[config.mk]
export PLATFORM = sky130hd
export DESIGN_NAME = motor_reversal_dead_time_controller_top
export DESIGN_NICKNAME = d
export VERILOG_FILES = /design/src/mrdt_pkg.sv /design/src/mrdt_state_mem.sv /design/src/mrdt_step.sv /design/src/motor_reversal_dead_time_controller_top.sv
export SDC_FILE = /design/constraint.sdc
export NUM_CORES = 1
export LEC_CHECK = 0
export ABC_AREA = 1
export BUFFER_PORTS_ARGS = -buffer_cell sky130_fd_sc_hd__buf_2
export CAP_MARGIN = 20
export CELL_PAD_IN_SITES_DETAIL_PLACEMENT = 0
export CELL_PAD_IN_SITES_GLOBAL_PLACEMENT = 2
export CORE_MARGIN = 1.5
export CORE_UTILIZATION = 37
export CTS_CLUSTER_SIZE = 40
export DETAILED_ROUTE_END_ITERATION = 8
export GPL_ROUTABILITY_DRIVEN = 0
export PLACE_DENSITY = 0.92
export SETUP_SLACK_MARGIN = 0.5
export SLEW_MARGIN = 20
export SYNTH_ARGS = -nofsm -noshare
export SYNTH_HDL_FRONTEND = slang
export SYNTH_SLANG_ARGS = --single-unit
export TNS_END_PERCENT = 10
[constraint.sdc]
create_clock -name i_clk -period 6.5 [get_ports i_clk]
set_input_delay 1.3 -clock i_clk [delete_from_list [all_inputs] [get_ports i_clk]]
set_output_delay 1.3 -clock i_clk [all_outputs]
set_load 0.03 [all_outputs]
[src/mrdt_pkg.sv]
`default_nettype none
package mrdt_pkg;

    localparam int NUM_MOTORS = 2;
    localparam int MOTOR_W    = (NUM_MOTORS > 1) ? $clog2(NUM_MOTORS) : 1;
    localparam logic [MOTOR_W-1:0] LAST_MOTOR = MOTOR_W'(NUM_MOTORS - 1);

    localparam logic [7:0] PAUSE_TICKS_RESET = 8'd10;

    // register index, taken from paddr[2]
    localparam logic REG_PAUSE_TICKS = 1'b0;

    localparam logic FUNC_SET  = 1'b0;
    localparam logic FUNC_TICK = 1'b1;

    typedef enum logic [1:0] {
        MODE_STOPPED = 2'd0,
        MODE_RUNNING = 2'd1,
        MODE_PAUSE   = 2'd2
    } t_mode;

    typedef enum logic [1:0] {
        DIR_NONE = 2'd0,
        DIR_FWD  = 2'd1,
        DIR_BACK = 2'd2
    } t_dir;

    typedef struct packed {
        t_mode      mode;
        t_dir       wanted_dir;
        t_dir       applied_dir;
        logic [7:0] wanted_duty;
        logic [7:0] pause_count;
        t_dir       out_dir;
        logic [7:0] out_duty;
    } t_motor_state;

    typedef struct packed {
        logic               rd_en;
        logic [MOTOR_W-1:0] rd_addr;
        logic               wr_en;
        logic [MOTOR_W-1:0] wr_addr;
        t_motor_state       wr_data;
    } t_mem_req;

endpackage
`default_nettype wire

[src/mrdt_state_mem.sv]
`default_nettype none
module mrdt_state_mem (
    input  wire logic                  i_clk,
    input  wire logic                  i_rst_n,
    input  wire mrdt_pkg::t_mem_req    i_req,
    output mrdt_pkg::t_motor_state     o_rd_data
);

    mrdt_pkg::t_motor_state r_mem [mrdt_pkg::NUM_MOTORS];
    logic [mrdt_pkg::NUM_MOTORS-1:0] r_vld;
    mrdt_pkg::t_motor_state r_rd_data;
    logic r_rd_vld;

    // entries never written read as the reset state
    always_ff @(posedge i_clk) begin
        if (!i_rst_n) begin
            r_vld    <= '0;
            r_rd_vld <= 1'b0;
        end else begin
            if (i_req.wr_en) begin
                r_vld[i_req.wr_addr] <= 1'b1;
            end
            if (i_req.rd_en) begin
                r_rd_vld <= r_vld[i_req.rd_addr];
            end
        end
    end

    always_ff @(posedge i_clk) begin
        if (i_req.wr_en) begin
            r_mem[i_req.wr_addr] <= i_req.wr_data;
        end
        if (i_req.rd_en) begin
            r_rd_data <= r_mem[i_req.rd_addr];
        end
    end

    assign o_rd_data = r_rd_vld ? r_rd_data : '0;

endmodule
`default_nettype wire

[src/mrdt_step.sv]
`default_nettype none
module mrdt_step (
    input  wire mrdt_pkg::t_motor_state i_cur,
    input  wire logic                   i_func,
    input  wire logic signed [8:0]      i_request,
    input  wire logic [7:0]             i_pause_ticks,
    output mrdt_pkg::t_motor_state      o_next
);

    logic [8:0] neg_req;
    logic [7:0] pc_inc;

    assign neg_req = (~i_request) + 9'd1;
    assign pc_inc  = (i_cur.pause_count != 8'hFF) ? i_cur.pause_count + 8'd1
                                                  : i_cur.pause_count;

    always_comb begin
        o_next = i_cur;
        if (i_func == mrdt_pkg::FUNC_SET) begin
            if (i_request[8]) begin
                // saturate the most negative request
                o_next.wanted_duty = neg_req[8] ? 8'hFF : neg_req[7:0];
                o_next.wanted_dir  = mrdt_pkg::DIR_BACK;
            end else begin
                o_next.wanted_duty = i_request[7:0];
                if (i_request[7:0] != 8'd0) begin
                    o_next.wanted_dir = mrdt_pkg::DIR_FWD;
                end
            end
        end else begin
            case (i_cur.mode)
                mrdt_pkg::MODE_STOPPED: begin
                    if (i_cur.wanted_duty != 8'd0) begin
                        if (i_cur.wanted_dir != mrdt_pkg::DIR_NONE) begin
                            o_next.out_duty = i_cur.wanted_duty;
                            o_next.out_dir  = i_cur.wanted_dir;
                        end
                        o_next.applied_dir = i_cur.wanted_dir;
                        o_next.mode        = mrdt_pkg::MODE_RUNNING;
                    end
                end
                mrdt_pkg::MODE_RUNNING: begin
                    if (i_cur.wanted_duty == 8'd0) begin
                        o_next.out_dir  = mrdt_pkg::DIR_NONE;
                        o_next.out_duty = 8'd0;
                        o_next.mode     = mrdt_pkg::MODE_STOPPED;
                    end else if (i_cur.wanted_dir != i_cur.applied_dir) begin
                        // drop the drive for the reversal pause
                        o_next.out_dir     = mrdt_pkg::DIR_NONE;
                        o_next.out_duty    = 8'd0;
                        o_next.applied_dir = i_cur.wanted_dir;
                        o_next.pause_count = 8'd0;
                        o_next.mode        = mrdt_pkg::MODE_PAUSE;
                    end else if (i_cur.wanted_dir != mrdt_pkg::DIR_NONE) begin
                        o_next.out_duty = i_cur.wanted_duty;
                        o_next.out_dir  = i_cur.wanted_dir;
                    end
                end
                mrdt_pkg::MODE_PAUSE: begin
                    o_next.pause_count = pc_inc;
                    if (pc_inc >= i_pause_ticks) begin
                        if (i_cur.wanted_duty != 8'd0) begin
                            if (i_cur.wanted_dir != mrdt_pkg::DIR_NONE) begin
                                o_next.out_duty = i_cur.wanted_duty;
                                o_next.out_dir  = i_cur.wanted_dir;
                            end
                            o_next.mode = mrdt_pkg::MODE_RUNNING;
                        end else begin
                            o_next.mode = mrdt_pkg::MODE_STOPPED;
                        end
                    end
                end
                default: begin
                    o_next = i_cur;
                end
            endcase
        end
    end

endmodule
`default_nettype wire

[src/motor_reversal_dead_time_controller_top.sv]
// A set command is accepted in S_IDLE, which reads the motor state, and written back
// in S_MOD; a tick reads motor 0 on acceptance, then in S_MOD registers one result per
// cycle while the output is taken, writing each motor back and fetching the next. A new
// command is accepted only in S_IDLE, once the previous one is done; a result
// left waiting on the output holds the tick. Reset (synchronous, active low): all
// motors stopped, drive off, pause ticks 10.
`default_nettype none
module motor_reversal_dead_time_controller_top (
    input  wire logic        i_clk,
    input  wire logic        i_rst_n,
    input  wire logic        s_axis_tvalid,
    output logic             s_axis_tready,
    input  wire logic [15:0] s_axis_tdata,   // motor_id[0], drive_request[9:1], zero
    input  wire logic        s_axis_tuser,   // func[0]
    output logic             m_axis_tvalid,
    input  wire logic        m_axis_tready,
    output logic [15:0]      m_axis_tdata,   // out_motor[0], drive_dir[2:1],
                                             // drive_duty[10:3], zero
    output logic             m_axis_tlast,
    input  wire logic        psel,
    input  wire logic        penable,
    input  wire logic        pwrite,
    input  wire logic [2:0]  paddr,
    input  wire logic [31:0] pwdata,
    output logic [31:0]      prdata,
    output logic             pready
);

    typedef enum logic {
        S_IDLE,
        S_MOD
    } t_state;

    t_state r_state;
    logic r_func;
    logic r_id_ok;
    logic [mrdt_pkg::MOTOR_W-1:0] r_motor;
    logic signed [8:0] r_request;
    logic [7:0] r_pause_ticks;
    logic r_out_valid;
    logic [15:0] r_out_data;
    logic r_out_last;

    logic accept;
    logic out_free;
    logic tick_go;
    mrdt_pkg::t_mem_req mem_req;
    mrdt_pkg::t_motor_state rd_data;
    mrdt_pkg::t_motor_state next_state;

    assign pready        = 1'b1;
    assign s_axis_tready = (r_state == S_IDLE);
    assign accept        = s_axis_tvalid && s_axis_tready;
    assign out_free      = !r_out_valid || m_axis_tready;
    assign tick_go       = (r_state == S_MOD) && (r_func == mrdt_pkg::FUNC_TICK) && out_free;

    assign prdata = (paddr[2] == mrdt_pkg::REG_PAUSE_TICKS) ? {24'd0, r_pause_ticks} : 32'd0;

    always_ff @(posedge i_clk) begin
        if (!i_rst_n) begin
            r_pause_ticks <= mrdt_pkg::PAUSE_TICKS_RESET;
        end else if (psel && penable && pwrite && pready
                     && paddr[2] == mrdt_pkg::REG_PAUSE_TICKS) begin
            r_pause_ticks <= pwdata[7:0];
        end
    end

    always_comb begin
        mem_req         = '0;
        mem_req.wr_addr = r_motor;
        mem_req.wr_data = next_state;
        if (accept) begin
            mem_req.rd_en   = 1'b1;
            mem_req.rd_addr = (s_axis_tuser == mrdt_pkg::FUNC_TICK)
                              ? '0 : mrdt_pkg::MOTOR_W'(s_axis_tdata[0]);
        end
        if (r_state == S_MOD) begin
            if (r_func == mrdt_pkg::FUNC_SET) begin
                mem_req.wr_en = r_id_ok;
            end else if (out_free) begin
                mem_req.wr_en = 1'b1;
                // fetch the next motor while this one is written back
                if (r_motor != mrdt_pkg::LAST_MOTOR) begin
                    mem_req.rd_en   = 1'b1;
                    mem_req.rd_addr = r_motor + 1'b1;
                end
            end
        end
    end

    mrdt_state_mem u_mem (
        .i_clk     (i_clk),
        .i_rst_n   (i_rst_n),
        .i_req     (mem_req),
        .o_rd_data (rd_data)
    );

    mrdt_step u_step (
        .i_cur         (rd_data),
        .i_func        (r_func),
        .i_request     (r_request),
        .i_pause_ticks (r_pause_ticks),
        .o_next        (next_state)
    );

    always_ff @(posedge i_clk) begin
        if (!i_rst_n) begin
            r_state     <= S_IDLE;
            r_out_valid <= 1'b0;
            r_func      <= mrdt_pkg::FUNC_SET;
            r_id_ok     <= 1'b0;
            r_motor     <= '0;
        end else begin
            if (r_out_valid && m_axis_tready && !tick_go) begin
                r_out_valid <= 1'b0;
            end
            unique case (r_state)
                S_IDLE: begin
                    if (accept) begin
                        r_func    <= s_axis_tuser;
                        r_request <= s_axis_tdata[9:1];
                        r_id_ok   <= int'(s_axis_tdata[0]) < mrdt_pkg::NUM_MOTORS;
                        r_motor   <= (s_axis_tuser == mrdt_pkg::FUNC_TICK)
                                     ? '0 : mrdt_pkg::MOTOR_W'(s_axis_tdata[0]);
                        r_state   <= S_MOD;
                    end
                end
                S_MOD: begin
                    if (r_func == mrdt_pkg::FUNC_SET) begin
                        r_state <= S_IDLE;
                    end else if (tick_go) begin
                        r_out_valid <= 1'b1;
                        r_out_data  <= {5'd0, next_state.out_duty, next_state.out_dir,
                                        r_motor[0]};
                        r_out_last  <= (r_motor == mrdt_pkg::LAST_MOTOR);
                        if (r_motor == mrdt_pkg::LAST_MOTOR) begin
                            r_state <= S_IDLE;
                        end else begin
                            r_motor <= r_motor + 1'b1;
                        end
                    end
                end
                default: begin
                    r_state <= S_IDLE;
                end
            endcase
        end
    end

    assign m_axis_tvalid = r_out_valid;
    assign m_axis_tdata  = r_out_data;
    assign m_axis_tlast  = r_out_last;

endmodule
`default_nettype wire

==> impl_metrics.csv, run 1 <==
group,metric,value,unit
sta,setup_viol_count_final,0,
final_layout,drive_gt1_share,14.5,%
sta,clock_skew,6.58,ps
logic_synthesis,ys_types,40,
sta,hold_viol,0,
routing,wl_per_cell,14.0,µm
clocking,clock-sinks,132,
final_layout,num_antenna_cells,0,
pwr,power.density,277,nW/µm²
worst_hold_path,min_path_type,"reg -> reg",
routing,vias,4822,
logic_synthesis,synthArstFlopShare,0,%
global_routing,grt.total_usage,16.0,%
logic_synthesis,yosys-top-cells-area,"edfxtp_1 52%, nand2_1 13%, dfxtp_1 4.8%, buf_4 3.6%, nor2_1 3.6%",
floorplan,rows,48,
routing,ant_nets,0,
final_layout,regArea,3800,µm²
floorplan,core_area,17500,µm²
status,status,"finished clean",
clocking,root_buffer,"clkbuf_16",
worst_setup_path,worstPathRequired,6670,ps
floorplan,initial_utilization,38.2,%
logic_synthesis,yosysTopAreaCell,"edfxtp_1",
clocking,cts_hold_buf,0,
sta,post-route-period-util,62.7,%
sta,worst_slew_pin_slew,910,ps
clocking,cts_tree,"built",
sta,final-max-slew-violation-count,0,
clocking,post_cts_resize_count,0,
clocking,htreeDepth,4,
final_layout,multi_input_area,2410,µm²
global_routing,grt_pass1_vias,4602,
final_layout,post-route-util,43.3,%
sta,max_freq,245,MHz
sta,rsz0062_at_grt,"no",
sta,maxSlewHeadroom,39.1,%
logic_synthesis,syn-cell-area,6670,µm²
global_routing,grt_max_degree,35,
floorplan,die_area,18900,µm²
clocking,insertion_delay,420,ps
pwr,irDropWorstVdd,0.175,mV
pwr,p_leak,3.25,nW
logic_synthesis,synth_edf_count,116,
floorplan,die-width,137,µm
clocking,cts_buffers,17,
sta,final.min_clock_period,4080,ps
clocking,post_cts_buffers,0,
global_routing,antenna_found_initial,0,
final_layout,area_delta_synth_final,13.4,%
logic_synthesis,synth_seq_area_share,57.0,%
floorplan,dieHeight,137,µm
routing,drt_iter0_markers,285,
worst_setup_path,cp-end-kind,"flop",
worst_setup_path,crit_fanout,11,
logic_synthesis,synth.top_cells.by_count,"234 x nand2_1, 116 x edfxtp_1, 64 x nor2_1",
logic_synthesis,yosys.cell_count.top_type,"nand2_1",
routing,via_per_inst,4.79,
final_layout,fill_cells,1647,
global_routing,grt_pass1_wl,22.6,mm
logic_synthesis,ys_seq_elements,132,
logic_synthesis,syn-mean-instance-area,9.23,µm²
routing,drtPass1Iterations,8,
worst_setup_path,start_kind,"flop",
placement,io_buffers,48,
clocking,clk_pin_slew,60,ps
global_routing,overflow,0,
worst_setup_path,worstSetupPathType,"reg -> reg",
logic_synthesis,ys_warn_count,0,
routing,routed_wl,14.0,mm
clocking,cts_max_path_buffers,2,
final_layout,nNetsFinal,841,
run,cap_viol_max_count,0,
sta,finalSetupTns,0,ps
floorplan,num_io_pins,111,
routing,drc_errors,0,
logic_synthesis,synthCells,723,
logic_synthesis,synth_ff_type,"edfxtp_1",
worst_setup_path,crit_arrival,4240,ps
placement,hpwl,9.41,mm
logic_synthesis,synth_top_area_share,52.2,%
cell usage in the layout, fill, tap and decap left out, types with 3 or more instances in the layout:
master	instances
a21oi_1	17
buf_2	48
buf_4	8
clkbuf_16	17
clkinv_1	10
clkinv_2	3
clkinv_4	3
conb_1	30
dfxtp_1	16
edfxtp_1	116
ha_1	14
inv_1	43
inv_2	5
nand2_1	234
nand2_2	9
nand3_1	47
nand4_1	19
nor2_1	62
nor2_2	5
o211ai_1	3
o21ai_0	19
o21ai_1	10
o22ai_1	3
xnor2_1	3
xor2_1	9
registers in the layout, summed over array words and instances (netlist names), 2 cells and up:
name             flops
m_axis_tdata        11
r_pause_ticks        8
r_request            9
u_mem.r_mem         64
u_mem.r_rd_data     32
u_mem.r_vld          2
where the power goes:
| group | leakage (nW) | total, mW | switching, mW | internal, mW |
|---|---|---|---|---|
| Combinational | 1.76 | 0.205 | 0.154 | 0.0512 |
| Sequential | 1.22 | 0.987 | 0.0175 | 0.969 |
| Clock | 0.273 | 0.905 | 0.347 | 0.558 |
routing by layer:
layer	track usage (%)	part of all wire, %
met4	6.90	1.1
met5	0	0
met2	25.2	47
met3	3.50	4.7
met1	21.3	47
final timing paths:
| kind | slack, ps | depth (start not counted) | start | end |
|---|---|---|---|---|
| max | 2420 | 18 | u_mem.r_rd_vld | m_axis_tdata[3] |
| min | 460 | 2 | u_mem.r_vld[1] | u_mem.r_vld[1] |
| min reg2reg | 460 | 2 | u_mem.r_vld[1] | u_mem.r_vld[1] |
| max reg2reg | 2420 | 18 | u_mem.r_rd_vld | m_axis_tdata[3] |
cell type report:
type                       instances  share of cell area, %
sequential                       132                   50.3
multi-input combinational        507                   31.9
clock buffer                      17                   5.62
timing repair buffer              56                   3.97
tap                              225                   3.72
inverter                          54                   2.68
clock inverter                    15                   1.85
critical path, cell delays in order (launching register included):
cell and delay [ps]:
dfxtp_1 540, nand2_1 240, inv_1 110, ha_1 190, nand2_1 80, nor2_2 140, nand3_2 110, nor2_2 110
nand2_2 120, o21ai_1 170, ha_1 300, nand2_1 70, a21oi_1 60, nor2_1 690, nand2_1 460, nand3_1 170
nand2_1 70, nor2_1 120, nor2_1 70
stage by stage:
step	hold WS, ps	cell area (µm²)	total power, mW	instances	setup WS, ps
floorplan	435	6780	1.17	751	3120
global placement	442	7000	1.20	974	2510
detailed placement	456	7000	1.21	974	2420
CTS	470	7570	2.12	1006	2400
global route	513	7570	2.18	1006	2000
finish	465	7570	2.10	1006	2420
logic make-up (layout without fill, tap and decap cells):
| logic type | count (synthesis) | after routing | share of synthesized area (%) |
|---|---|---|---|
| buf+inv | 112 | 142 | 8.59 |
| xor+xnor | 12 | 12 | 1.57 |
| simple gates | 391 | 391 | 25.2 |
| other cells | 2 | 30 | 0.113 |
| flops | 132 | 132 | 57.0 |
| fa+ha+maj | 14 | 14 | 2.62 |
| compound gates | 60 | 60 | 4.95 |
No activity file was read; power rests on OpenSTA's default activity.
==> run 2, diff against run 1 <==
--- a/config.mk
+++ b/config.mk
@@ -11,11 +11,11 @@
 export CELL_PAD_IN_SITES_DETAIL_PLACEMENT = 0
 export CELL_PAD_IN_SITES_GLOBAL_PLACEMENT = 2
 export CORE_MARGIN = 1.5
-export CORE_UTILIZATION = 37
+export CORE_UTILIZATION = 35
 export CTS_CLUSTER_SIZE = 40
 export DETAILED_ROUTE_END_ITERATION = 8
 export GPL_ROUTABILITY_DRIVEN = 0
-export PLACE_DENSITY = 0.92
+export PLACE_DENSITY = 0.88
 export SETUP_SLACK_MARGIN = 0.5
 export SLEW_MARGIN = 20
 export SYNTH_ARGS = -nofsm -noshare
==> constraint.sdc (replaced) <==
create_clock -name i_clk -period 4.3 [get_ports i_clk]
set_input_delay 0.86 -clock i_clk [delete_from_list [all_inputs] [get_ports i_clk]]
set_output_delay 0.86 -clock i_clk [all_outputs]
set_load 0.03 [all_outputs]
==> impl_metrics.csv, run 2 (synthesis gave the netlist of run 1 again) <==
group,metric,value,unit
sta,final-max-slew-violation-count,0,
routing,routed_wl,13.8,mm
worst_setup_path,critical_path.max_stage_delay,410,ps
final_layout,num_antenna_cells,0,
clocking,root_buffer,"clkbuf_16",
clocking,cts_tree,"built",
worst_setup_path,crit_arrival,3540,ps
pwr,irDropWorstVdd,0.252,mV
final_layout,final_cell_mix,"232 x nand2_1, 116 x edfxtp_1, 62 x nor2_1",
worst_setup_path,slowest_stage,"dfxtp_1",
pwr,switching_share,24.2,%
floorplan,core_area,18700,µm²
status,status,"finished clean",
routing,drt_iter0_markers,354,
worst_setup_path,worstPathCellList,"nand2_1 -> inv_1 -> ha_1 -> nand2_1 -> nor2_2 -> nand3_2 -> nor2_2 -> nand2_2 -> xor2_1 -> ha_1 -> nand2_1 -> nor2_1 -> nor2_1 -> nand2_1 -> nand2_2 -> nand2_2 -> nand3_1 -> nand2_1 -> nor2_1 -> nor2_1",
clocking,clock-sinks,132,
worst_setup_path,cp_top_family,"simple AND/OR/NAND/NOR gates",
clocking,post_cts_buffers,0,
final_layout,layout_commonest_cell,"nand2_1",
floorplan,initial_utilization,35.7,%
sta,final.min_clock_period,3390,ps
final_layout,fin_cells,1015,
pwr,power.density,415,nW/µm²
placement,hpwl,9.13,mm
routing,wl_met3,595,µm
clocking,htreeDepth,4,
routing,top_layer_used,"met4",
global_routing,grt_max_degree,38,
pwr,p_leak,3.25,nW
floorplan,die_area,19900,µm²
pwr,clkPwrFrac,42.7,%
sta,setup_viol_count_final,0,
final_layout,area_delta_synth_final,13.8,%
floorplan,num_io_pins,111,
pwr,switchingPower,762,µW
worst_setup_path,path_buf_inv,1,
final_layout,fill_cells,1834,
sta,hold_viol,0,
worst_hold_path,min_path_type,"reg -> reg",
pwr,pwr-share-comb,9.9,%
final_layout,largest_register_ffs,64,
routing,wl_met1,6.91,mm
pwr,intPower,2.39,mW
worst_setup_path,cp_common_cell,"nand2_1",
sta,finalSetupTns,0,ps
clocking,post_cts_resize_count,0,
clocking,insertion_delay,420,ps
global_routing,grt.total_usage,14.8,%
sta,rsz0062_at_grt,"no",
global_routing,overflow,0,
worst_setup_path,cp-end-kind,"flop",
routing,ant_nets,0,
floorplan,dieHeight,141,µm
routing,drtPass1Iterations,5,
routing,drc_errors,0,
clocking,cts_buffers,17,
pwr,seq_power_share,47.4,%
floorplan,rows,50,
floorplan,die-width,141,µm
clocking,cts_hold_buf,0,
worst_setup_path,start_kind,"flop",
placement,dp.cells,982,
routing,met2WireLength,6.06,mm
global_routing,antenna_found_initial,0,
sta,maxSlewHeadroom,32.1,%
sta,max_freq,295,MHz
worst_setup_path,worstPathRequired,4460,ps
worst_setup_path,worstSetupPathType,"reg -> reg",
global_routing,grt_pass1_vias,4320,
clocking,cts_max_path_buffers,2,
sta,clock_skew,6.85,ps
worst_setup_path,crit_fanout,11,
final_layout,drive_gt1_share,14.3,%
sta,post-route-period-util,78.8,%
routing,wl_per_cell,13.6,µm
placement,io_buffers,48,
run,cap_viol_max_count,0,
final_layout,nNetsFinal,841,
routing,vias,4686,
global_routing,grt_pass1_wl,22.8,mm
final_layout,post-route-util,40.6,%
final_layout,regMostFlops,"u_mem.r_mem",
routing,via_per_inst,4.62,
sta,worst_slew_pin_slew,1020,ps
clocking,clk_pin_slew,60,ps
==> run 2: changes by cell type in the layout (fill, tap and decap cells not counted) <==
| cell | before | now |
|---|---|---|
| nor2_2 | 5 | 3 |
| clkbuf_1 | 0 | 3 |
| buf_6 | 0 | 1 |
| inv_6 | 1 | 0 |
| buf_12 | 0 | 1 |
| nand2_2 | 9 | 11 |
| nand2_1 | 234 | 232 |
| buf_4 | 8 | 6 |
| clkinv_4 | 3 | 1 |
| nor2_4 | 1 | 3 |
==> run 2: worst reg2reg max path, delay by kind of cell (launching register included) <==
kind | cells | cell delay [ps]
buf+inv | 1 | 100
flops | 1 | 410
fa+ha+maj | 2 | 460
simple gates | 16 | 1890
xor+xnor | 1 | 250
==> run 2: layer usage <==
metal	global-route usage (%)	vias to the layer above
met5	0	-
met4	5.43	0
met3	3.33	17
met2	21.8	111
met1	21.3	2116
li1	-	2442
==> run 2: path summary, 6_finish.rpt <==
kind / slack (ps) / depth (start not counted) / to / start
setup / recovery: 910 / 20 / u_mem.r_mem[0][7] / u_mem.r_rd_vld
hold reg to reg: 460 / 2 / u_mem.r_vld[0] / u_mem.r_vld[0]
hold / removal: 460 / 2 / u_mem.r_vld[0] / u_mem.r_vld[0]
setup reg to reg: 910 / 20 / u_mem.r_mem[0][7] / u_mem.r_rd_vld
==> run 2: area by class of cell <==
cell class / instances / area (µm²) / share of cell area, %
multi-input combinational: 507 / 2430 / 32.0
timing repair buffer: 56 / 317 / 4.17
inverter: 54 / 203 / 2.67
clock inverter: 12 / 114 / 1.50
sequential: 132 / 3800 / 50.1
tap: 234 / 293 / 3.86
clock buffer: 20 / 437 / 5.75
==> run 2: metrics by stage <==
step | setup slack (ps) | power (mW) | hold slack [ps] | area (µm²)
floorplan | 1220 | 1.77 | 435 | 6780
global placement | 535 | 1.83 | 448 | 7010
detailed placement | 546 | 1.83 | 455 | 7010
CTS | 537 | 3.17 | 467 | 7560
global route | 576 | 3.27 | 516 | 7590
finish | 914 | 3.15 | 463 | 7590
==> run 2: power by group through the flow <==
stage / clock (mW) / combinational [mW] / sequential [mW]
5_1_grt: 1.42 / 0.353 / 1.50
3_5_place_dp: 0 / 0.312 / 1.52
2_1_floorplan: 0 / 0.259 / 1.51
6_report: 1.34 / 0.313 / 1.49
3_3_place_gp: 0 / 0.309 / 1.52
4_1_cts: 1.37 / 0.313 / 1.49
